<file path="src/hw/rtl/insp_pkg.sv">
package insp_pkg;

  localparam int DIM_W = 10;
  localparam int POS_W = 21;
  localparam int ROW_W = 18;
  localparam int OUT_W = 18;
  localparam int CFG_IDX_W = 8;

  localparam int DEF_MAX_WIDTH = 512;
  localparam int DEF_MAX_HEIGHT = 512;
  localparam int DEF_MARGIN = 10;
  localparam int RESET_DIM = 512;

  localparam logic [7:0] THRESHOLD = 8'd230;
  localparam logic [7:0] FULL = 8'd255;

  localparam logic [CFG_IDX_W-1:0] REG_FRAME_WIDTH = 8'd0;
  localparam logic [CFG_IDX_W-1:0] REG_FRAME_HEIGHT = 8'd1;

  localparam logic CMD_LOAD = 1'b0;
  localparam logic CMD_FETCH = 1'b1;

  typedef struct packed {
    logic       command;
    logic [7:0] pixel;
    logic       frame_start;
  } insp_in_t;

  typedef struct packed {
    logic             found;
    logic [OUT_W-1:0] x_num;
    logic [OUT_W-1:0] y_num;
    logic [9:0]       dark_x4;
    logic [OUT_W-1:0] pixel_index;
  } insp_out_t;

  typedef struct packed {
    logic       fetch;
    logic       start;
    logic [7:0] pixel;
  } insp_cmd_t;

endpackage

</file>
<file path="src/hw/rtl/insp_front.sv">
module insp_front (
  input  logic               clk,
  input  logic               rst,
  input  logic               push,
  output logic               full,
  input  insp_pkg::insp_in_t request,
  output logic               cmd_valid,
  output insp_pkg::insp_cmd_t cmd,
  input  logic               cmd_pop
);
  import insp_pkg::*;

  // Two-entry queue of decoded requests.
  insp_cmd_t  entry [2];
  logic       wr_ptr;
  logic       rd_ptr;
  logic [1:0] count;
  logic       do_push;
  logic       do_pop;

  assign full = (count == 2'd2);
  assign cmd_valid = (count != 2'd0);
  assign cmd = entry[rd_ptr];
  assign do_push = push && !full;
  assign do_pop = cmd_pop && cmd_valid;

  always_ff @(posedge clk) begin
    if (do_push) begin
      entry[wr_ptr].fetch <= (request.command == CMD_FETCH);
      entry[wr_ptr].start <= request.frame_start;
      entry[wr_ptr].pixel <= request.pixel;
    end
  end

  always_ff @(posedge clk) begin
    if (rst) begin
      wr_ptr <= 1'b0;
      rd_ptr <= 1'b0;
      count <= 2'd0;
    end else begin
      if (do_push) wr_ptr <= ~wr_ptr;
      if (do_pop) rd_ptr <= ~rd_ptr;
      count <= count + {1'b0, do_push} - {1'b0, do_pop};
    end
  end

endmodule

</file>
<file path="config.mk">
export PLATFORM = sky130hd
export DESIGN_NAME = insp_front
export DESIGN_NICKNAME = d
export VERILOG_FILES = /design/src/hw/rtl/insp_pkg.sv /design/src/hw/rtl/insp_front.sv
export SDC_FILE = /design/constraint.sdc
export NUM_CORES = 1
export LEC_CHECK = 0
export ABC_CLOCK_PERIOD_IN_PS = 1700
export BUFFER_PORTS_ARGS = -buffer_cell sky130_fd_sc_hd__buf_4
export CAP_MARGIN = 20
export CORE_ASPECT_RATIO = 0.9
export CORE_MARGIN = 5
export CORE_UTILIZATION = 49
export DETAILED_ROUTE_END_ITERATION = 7
export PLACE_DENSITY = 0.71
export SLEW_MARGIN = 20
export SYNTH_ARGS = -nofsm -noshare
export SYNTH_HDL_FRONTEND = slang
export SYNTH_SLANG_ARGS = --single-unit
</file>
<file path="constraint.sdc">
create_clock -name clk -period 1.7 [get_ports clk]
set_input_delay 0.17 -clock clk [delete_from_list [all_inputs] [get_ports clk]]
set_output_delay 0.17 -clock clk [all_outputs]
set_load 0.02 [all_outputs]
</file>
==> flow_results.org, run 1 <==
** Timing
- Tmin final :: 1536 ps
- Between clock sinks in the finished design, the worst skew comes to 3.357 ps.
- Setup violations remaining at the end of the flow were counted as 0.
- Setup_tns :: 0 ps
- The worst path meets setup with 163.8 ps of slack.
- Hold Vio Cnt, Final :: 0
- Final Max Tran Viols :: 0
- Based on the critical path, the design can be clocked at up to 651.0 MHz.
- The final critical path takes up 90.36% of the cycle.
- For the pin with the worst max-slew slack, the measured transition is 362.6 ps.
- In this run the tightest slew margin relative to its limit is 75.80%.
- Unrepaired setup endpoints after global routing :: false

** Critical path
- Crit-path max cell delay :: 370 ps
- STA puts the critical path data required time at 1930 ps.
- In this run the worst path has a maximum fanout of 4.
- The critical path is of the flop to flop type.
- Endpoint kind of the worst setup timing path :: flop
- The number of buffers and inverters on the critical path is 1.
- Critical path's top delay family :: adder cells
- Nature of the critical path startpoint :: flop
- Walking the worst path, the cells encountered are o21a_2 -> ha_1 -> inv_1 -> ha_1 -> xor2_1 -> xnor2_1 -> nor2_1.
- Arrival @ worst endpoint :: 1760 ps
- For this design, the slowest cell found on the critical path is sky130_fd_sc_hd__dfxtp_1.
- Most used cell along the critical path :: sky130_fd_sc_hd__ha_1

** Place
- Final RePlAce weighted congestion :: 0.7202
- In this run the cell area measured after placement is 1167 um2.
- Timing analysis after detailed placement gives a worst setup slack of 157.6 ps.
- Port Buf Inserts :: 25
- HPWL reported at the end of detailed placement :: 1124 um

** Synth
- After synthesis the cells add up to 953.4 um2.
- Number of different library cells in the post-synthesis netlist :: 20
- In the post-synthesis netlist, the cell with the most instances is sky130_fd_sc_hd__edfxtp_1.
- Most used standard cells in the synthesized netlist :: sky130_fd_sc_hd__edfxtp_1 (20), sky130_fd_sc_hd__mux2_1 (9), sky130_fd_sc_hd__dfxtp_1 (5)
- Sequential-to-total area share from yosys stat :: 73.49%
- Synthesis produced a netlist whose cell count is 57.
- Largest cells by area after synthesis :: sky130_fd_sc_hd__edfxtp_1 (63%), sky130_fd_sc_hd__mux2_1 (11%), sky130_fd_sc_hd__dfxtp_1 (10%)
- Of all flip-flops after synthesis, the portion carrying an async set or reset was 0%.
- Post-synth EDFFs :: 20
- Counting every net in the synthesized netlist gives 73.
- Post-synth top flop :: sky130_fd_sc_hd__edfxtp_1
- The largest total area in the synthesized netlist belongs to sky130_fd_sc_hd__edfxtp_1.
- Flops & latches, synth :: 25
- Post-synthesis area per instance :: 16.73 um2
- For this run, the number of Yosys warnings is 0.
- The synthesized design devotes to its leading area cell type 62.99% of total area.

** Layout
- Nets :: 103
- The filler cells instantiated in the layout total 147.
- 0 antenna diodes ended up in the layout.
- Synthesis-to-finish area growth :: 26.77%
- Layout cell share with drive strength beyond 1 :: 41.86%
- Total non-filler cell area in the finished layout :: 1209 um2

** Floorplanning
- The die covers 2929 um2.
- Die height :: 51.85 um
- The die is 56.50 um wide.
- Row generation in the floorplan step produced 15 rows.
- For this configuration, the core starts out at a cell density of 50.80%.
- CORE AREA :: 1877 um2
- IO Pins :: 26

** Power and ir drop
- Highest ir drop seen on vdd :: 0.7910 mV
- Cell leakage power :: 0.0004903 uW
- For this design the ratio of total power to cell area is 1369 nW/um2.

** Clock network
- Clock transition at the register clock pins on the worst setup and hold paths after CTS :: 130 ps
- Insertion delay to the later sink of the worst-skew pair :: 320 ps
- The number of clock buffers added by TritonCTS is 3.
- The number of setup buffers added after CTS is 0.
- The clock passes through at most 2 buffers.
- In this run the number of H-tree levels came out at 1.
- CTS Sinks :: 25
- Clock tree from TritonCTS :: built
- CTS placed an instance of sky130_fd_sc_hd__clkbuf_4 at the clock tree root.

** Worst hold path
- The path class of the tightest hold or removal check is input pin to flop.

** Route
- For this run, the detailed router's first-pass iteration total came to 2.
- Number of remaining DRC errors :: 0
- Number of nets with antenna violations after detailed routing :: 0
- The detailed router finished its first iteration with 9 violations.
- Total wire length :: 1476 um
- After detailed routing, the average wire length per cell comes to 13.30 um.
- Number of vias per cell after detailed routing :: 4.658
- Routed via count :: 517

** Outcome
- Run status :: finished clean

** GRT
- Wire length of the first global-routing pass :: 2270 um
- Number of antenna violations at the first check in global routing :: 0
- The number of global-route vias before repair was 516.
- Global routing consumed, over all layers together, 10.99% of the routing resources.
- Entering global routing, the biggest net connects 16 pins.
- GRT Residual Overflow :: 0

** Job
- Maximum capacitance violations :: 0
[path summary, 6_finish.rpt]
kind | start | to | slack (ps) | cells past startpoint
worst min-delay path | request[1] | entry[1][0] | 20 | 1
worst max register to register | count[1] | count[1] | 160 | 7
worst max-delay path | count[1] | count[1] | 160 | 7
worst min register to register | wr_ptr | wr_ptr | 510 | 2
[what timing repair did]
item                                    4_1_cts  5_1_grt
endpoints found under the setup margin        2        0
endpoints found under the hold margin         0        2
hold buffers                                  0        1
resized for setup                             1        0
[layer usage]
| layer | global-route usage [%] | vias to the layer above | wire (um) |
|---|---|---|---|
| met5 | 0 | - | 0 |
| met4 | 5.929 | 0 | 22 |
| met3 | 3.722 | 3 | 98 |
| met2 | 19.81 | 17 | 785 |
| met1 | 11.25 | 236 | 570 |
| li1 | - | 261 | - |
[cell families after synthesis]
logic type                 synth area share (%)
buffers and inverters                     2.099
AOI/OAI and AO/OA                         1.968
xor gates and xnor gates                  2.756
adders and majority gates                 2.624
muxes                                     11.81
DFF                                       73.49
and+or+nand+nor                           5.251
[cell type report]
class                   instances  area [um2]  share of cell area [%]
repair buffers                 26       197.7                   16.36
flip-flops and latches         25       701.9                   58.07
clock inverters                 1       7.507                  0.6211
inverters                       4       15.01                   1.242
well taps                      25       31.28                   2.588
multi-input cells              27       232.7                   19.25
clock buffers                   3       22.52                   1.863
[metrics by stage]
stage	total power [uW]	cells	util, %	hold WS (ps)
2_1_floorplan	1199	57	-	239.1
3_3_place_gp	1402	106	62.20	356.4
3_5_place_dp	1414	106	62.20	357.4
4_1_cts	1679	110	63.87	17.51
5_1_grt	1752	111	64.40	1.051
6_report	1655	111	64.40	24.03
[worst reg2reg max path: cells and delay by family, from the launching register on]
kind | cells | cell delay, ps
adders and majority gates | 2 | 430
DFF | 1 | 370
xor gates and xnor gates | 2 | 300
AOI/OAI and AO/OA | 1 | 240
buffers and inverters | 1 | 60
and+or+nand+nor | 1 | 50
[layout by cell type (no fill, tap or decap), drive strengths merged]
cell type    synthesis  layout
a21oi                1       1
and3                 1       1
buf                  1      25
clkbuf               0       3
clkinvlp             0       1
dfxtp                5       5
dlygate4sd3          0       1
edfxtp              20      20
ha                   2       2
inv                  4       4
mux2                10      10
nand2                1       1
nand2b               1       1
nor2                 3       3
nor2b                1       1
o21a                 1       1
o21ai                1       1
or2                  1       1
or3                  1       1
xnor2                2       2
xor2                 1       1
[flip-flops by register name, summed over array words and instances (netlist names), named ones only]
name	cells
count	2
entry	20
rd_ptr	1
wr_ptr	1
[report_power, final]
part	internal (uW)	total [uW]	switching, uW	leakage, uW
Clock	89.9	263	173	0.0000139
Sequential	770	837	67.3	0.000229
Combinational	276	555	279	0.000248
Total	1140	1650	520	0.000490
No activity file was read; power rests on OpenSTA's default activity.
==> run 2: changes to the inputs <==
--- a/config.mk
+++ b/config.mk
@@ -6,13 +6,13 @@
 export NUM_CORES = 1
 export LEC_CHECK = 0
 export ABC_CLOCK_PERIOD_IN_PS = 1700
-export BUFFER_PORTS_ARGS = -buffer_cell sky130_fd_sc_hd__buf_4
 export CAP_MARGIN = 20
 export CORE_ASPECT_RATIO = 0.9
 export CORE_MARGIN = 5
-export CORE_UTILIZATION = 49
+export CORE_UTILIZATION = 58
 export DETAILED_ROUTE_END_ITERATION = 7
-export PLACE_DENSITY = 0.71
+export DONT_BUFFER_PORTS = 1
+export PLACE_DENSITY = 0.82
 export SLEW_MARGIN = 20
 export SYNTH_ARGS = -nofsm -noshare
 export SYNTH_HDL_FRONTEND = slang
==> run 2 against run 1 <==
Compared with the run above:
- via count is 6.4% lower
- clock power is 8.0% lower
- final area shrank 6.7%
- non-clock buffer count decreased by 13
- power shrank 8.4%
- register-to-register slack barely moved
- global-route usage rose by 1.4 points
- fmax shrank 1.3%
- clock skew down 1.2 ps
- largest cell class unchanged
==> flow_results.org, run 2 (same netlist as run 1, synthesis figures left out) <==
** Floorplanning
- Total die area :: 2556 um2 (was 2929 um2)
- The width of the chip came to 52.74 um (was 56.50 um).
- The total number of placement rows came to 13 (was 15).
- Starting density of the core :: 63.71% (was 50.80%)
- The core region area came to 1496 um2 (was 1877 um2).
- The number of top-level pins was 26 (unchanged).
- The overall die height was 48.47 um (was 51.85 um).

** Clock network
- The buffer levels on the longest clock path came to 2 (unchanged).
- The clock sink count was 25 (unchanged).
- Clock tree root driver cell :: sky130_fd_sc_hd__clkbuf_4 (unchanged)
- Insertion delay to the later sink of the worst-skew pair :: 300 ps (was 320 ps)
- Clock tree from TritonCTS :: built (unchanged)
- The CTS clock-pin slew for the worst setup and hold paths came to 120 ps (was 130 ps).
- Number of resized instances in the post-cts repair step :: 0 (was 1)
- Number of buffers added by the clock tree synthesis step :: 3 (unchanged)
- Maximum level of the CTS H-tree :: 1 (unchanged)

** Layout
- Reg with most FFs :: entry (unchanged)
- The layout net count came to 90 (was 103).
- The commonest non-fill, non-tap cell in the layout was sky130_fd_sc_hd__edfxtp_1 (was sky130_fd_sc_hd__buf_4).
- Commonest cells after routing, fill and taps aside :: sky130_fd_sc_hd__edfxtp_1 (20), sky130_fd_sc_hd__dlygate4sd3_1 (11), sky130_fd_sc_hd__mux2_1 (9) (was sky130_fd_sc_hd__buf_4 (25), sky130_fd_sc_hd__edfxtp_1 (20), sky130_fd_sc_hd__mux2_1 (9))
- The relative area change from synthesis to final layout came to 18.24% (was 26.77%).
- Regs by FF count :: entry: 20 flops, count: 2 flops (unchanged)
- The fraction of final layout cells with drive strength greater than 1 was 15.07% (was 41.86%).
- Flip-flop count of the largest register after layout :: 20 (unchanged)
- The number of antenna cells inserted came to 0 (unchanged).

** Timing
- The worst-margin pin slew came to 445.0 ps (was 362.6 ps).
- Final Max Tran Viols :: 0 (unchanged)
- The minimum clock period came to 1557 ps (was 1536 ps).
- Worst clock skew on the final layout :: 2.180 ps (was 3.357 ps)
- Unrepaired setup endpoints after global routing: false (unchanged).
- Final cycle utilization of the critical path :: 91.56% (was 90.36%)
- The sum of negative setup slack is 0 ps (unchanged).
- Hold Vio Cnt, Final :: 0 (unchanged)
- Maximum operating frequency :: 642.4 MHz (was 651.0 MHz)
- The count of endpoints failing setup in the final report was 0 (unchanged).
- Worst hold slack across all endpoints :: 140.1 ps (was 24.03 ps)
- Relative max-transition margin :: 70.29% (was 75.80%)

** Critical path
- The kind of end point of the critical path is an output port (was flop).
- Path type of the worst setup path :: flop to output port (was flop to flop)
- The startpoint of the lowest-slack register-to-register path was count[1] (unchanged).
- Arrival @ worst endpoint :: 1390 ps (was 1760 ps)
- Crit-path max cell delay :: 620 ps (was 370 ps)
- Nature of the critical path startpoint :: flop (unchanged)
- The depth of the worst register-to-register path was 7 (unchanged).
- Cells traversed along the worst timing path: mux2_1 (was o21a_2 -> ha_1 -> inv_1 -> ha_1 -> xor2_1 -> xnor2_1 -> nor2_1).
- Worst endpoint required time :: 1530 ps (was 1930 ps)
- Critical path's top delay family :: flip-flops (was adder cells)
- The worst setup slack for register-to-register paths was 170 ps (was 160 ps).
- The highest net fanout along the worst path came to 10 (was 4).
- The slowest library cell on the worst path is sky130_fd_sc_hd__dfxtp_1 (unchanged).
- R2R Path End :: count[1] (unchanged)
- Number of buffers and inverters on the critical path :: 0 (was 1)

** Route
- Total wire length :: 1395 um (was 1476 um)
- Routed via count :: 484 (was 517)
- Detailed router's first-iteration violation count :: 3 (was 9)
- Number of nets with antenna violations after detailed routing :: 0 (unchanged)
- Number of remaining DRC errors :: 0 (unchanged)
- The average vias per placed instance is 5.095 (was 4.658).
- Router iterations before antenna repair :: 2 (unchanged)
- The routed length per instance came to 14.68 um (was 13.30 um).

** Power and ir drop
- Power share of the clock group :: 15.9% (about the same)
- The power density over the cells is 1345 nW/um2 (was 1369 nW/um2).
- The part of the total power dissipated in sequential elements was 55.1% (was 50.6%).
- The peak supply drop came to 0.9323 mV (was 0.7910 mV).
- Switching fraction of total power :: 31.61% (was 31.39%)
- The reported leakage power is 0.0004219 uW (was 0.0004903 uW).
- Proportion of power drawn by combinational gates :: 29.0% (was 33.5%)
- Int Pwr :: 1037 uW (was 1135 uW)
- The switching power summed over all nets was 479.4 uW (was 519.5 uW).

** GRT
- The initial antenna violation count is 0 (unchanged).
- Tot GR Track Use :: 12.37% (was 10.99%)
- Maximum number of pins on one net before global-route repair :: 14 (was 16)
- The first-pass GRT wire length is 2270 um (unchanged).
- The number of global-route vias before repair is 495 (was 516).
- GRT Residual Overflow :: 0 (unchanged)

** Place
- The number of I/O port buffers was 0 (was 25).
- The placer congestion estimate came to 0.6348 (was 0.7202).
- The placed wire-length estimate after detailed placement came to 927 um (was 1124 um).

** Worst hold path
- The classification of the worst-slack hold path was input pin to flop (unchanged).
- The hold path endpoint was wr_ptr (was entry[1][0]).
- The count of cells along the worst hold path came to 3 (was 1).
- Hold Path Origin :: push (was request[1])

** Outcome
- Run status :: finished clean (unchanged)

** Job
- The max-cap violation count came to 0 (unchanged).
## run 2: cell count changes in the layout (fill, tap and decap cells not counted)
cell                            change
sky130_fd_sc_hd__clkbuf_1           +1
sky130_fd_sc_hd__clkinvlp_4         -1
sky130_fd_sc_hd__dfxtp_2            -1
sky130_fd_sc_hd__dlygate4sd3_1     +10
sky130_fd_sc_hd__buf_4             -23
sky130_fd_sc_hd__dfxtp_1            +1
## run 2: final cells by class
class,count,area (um2)
sequential,25,700.7
inverter,4,15.01
timing repair buffer,13,125.1
tap,22,27.53
clock buffer,4,26.28
multi-input combinational,27,232.7
fill,106,369.1
## run 2: what timing repair did
action,4_1_cts,5_1_grt
hold endpoints to repair,25,0
hold buffers,11,0
setup buffers,0,0
## run 2: layer usage
layer / part of all wire (%) / GRT usage (%) / wire length [um]
met5: 0 / 0 / 0
met4: 0.86 / 5.106 / 12
met3: 7.2 / 4.587 / 101
met2: 52 / 21.07 / 722
met1: 40 / 13.48 / 558
## run 2: worst max path at each step
stage	cells after the start	endpoint	from	slack, ps
floorplan	7	count[1]	count[1]	240
global placement	7	count[1]	count[1]	210
detailed placement	7	count[1]	count[1]	180
CTS	1	cmd[7]	flop	100
global route	1	cmd[3]	flop	40
finish	1	cmd[3]	flop	140
## run 2: stage by stage
stage / utilization, % / setup WS [ps] / instances / cell area [um2] / total power [uW]
after floorplan: - / 239.7 / 57 / 953.4 / 1199
after global placement: 66.22 / 214.1 / 80 / 991.0 / 1259
after detailed placement: 66.22 / 180.1 / 80 / 991.0 / 1270
after CTS: 75.33 / 100.0 / 95 / 1127 / 1531
after global routing: 75.33 / 41.68 / 95 / 1127 / 1623
final: 75.33 / 143.4 / 95 / 1127 / 1516
## run 2: power groups by stage
| stage | Clock [uW] | Combinational (uW) | Sequential [uW] |
|---|---|---|---|
| global route | 289 | 487 | 847 |
| global placement | 0 | 413 | 846 |
| floorplan | 0 | 390 | 809 |
| detailed placement | 0 | 419 | 851 |
| CTS | 247 | 446 | 838 |
| finish | 242 | 440 | 835 |
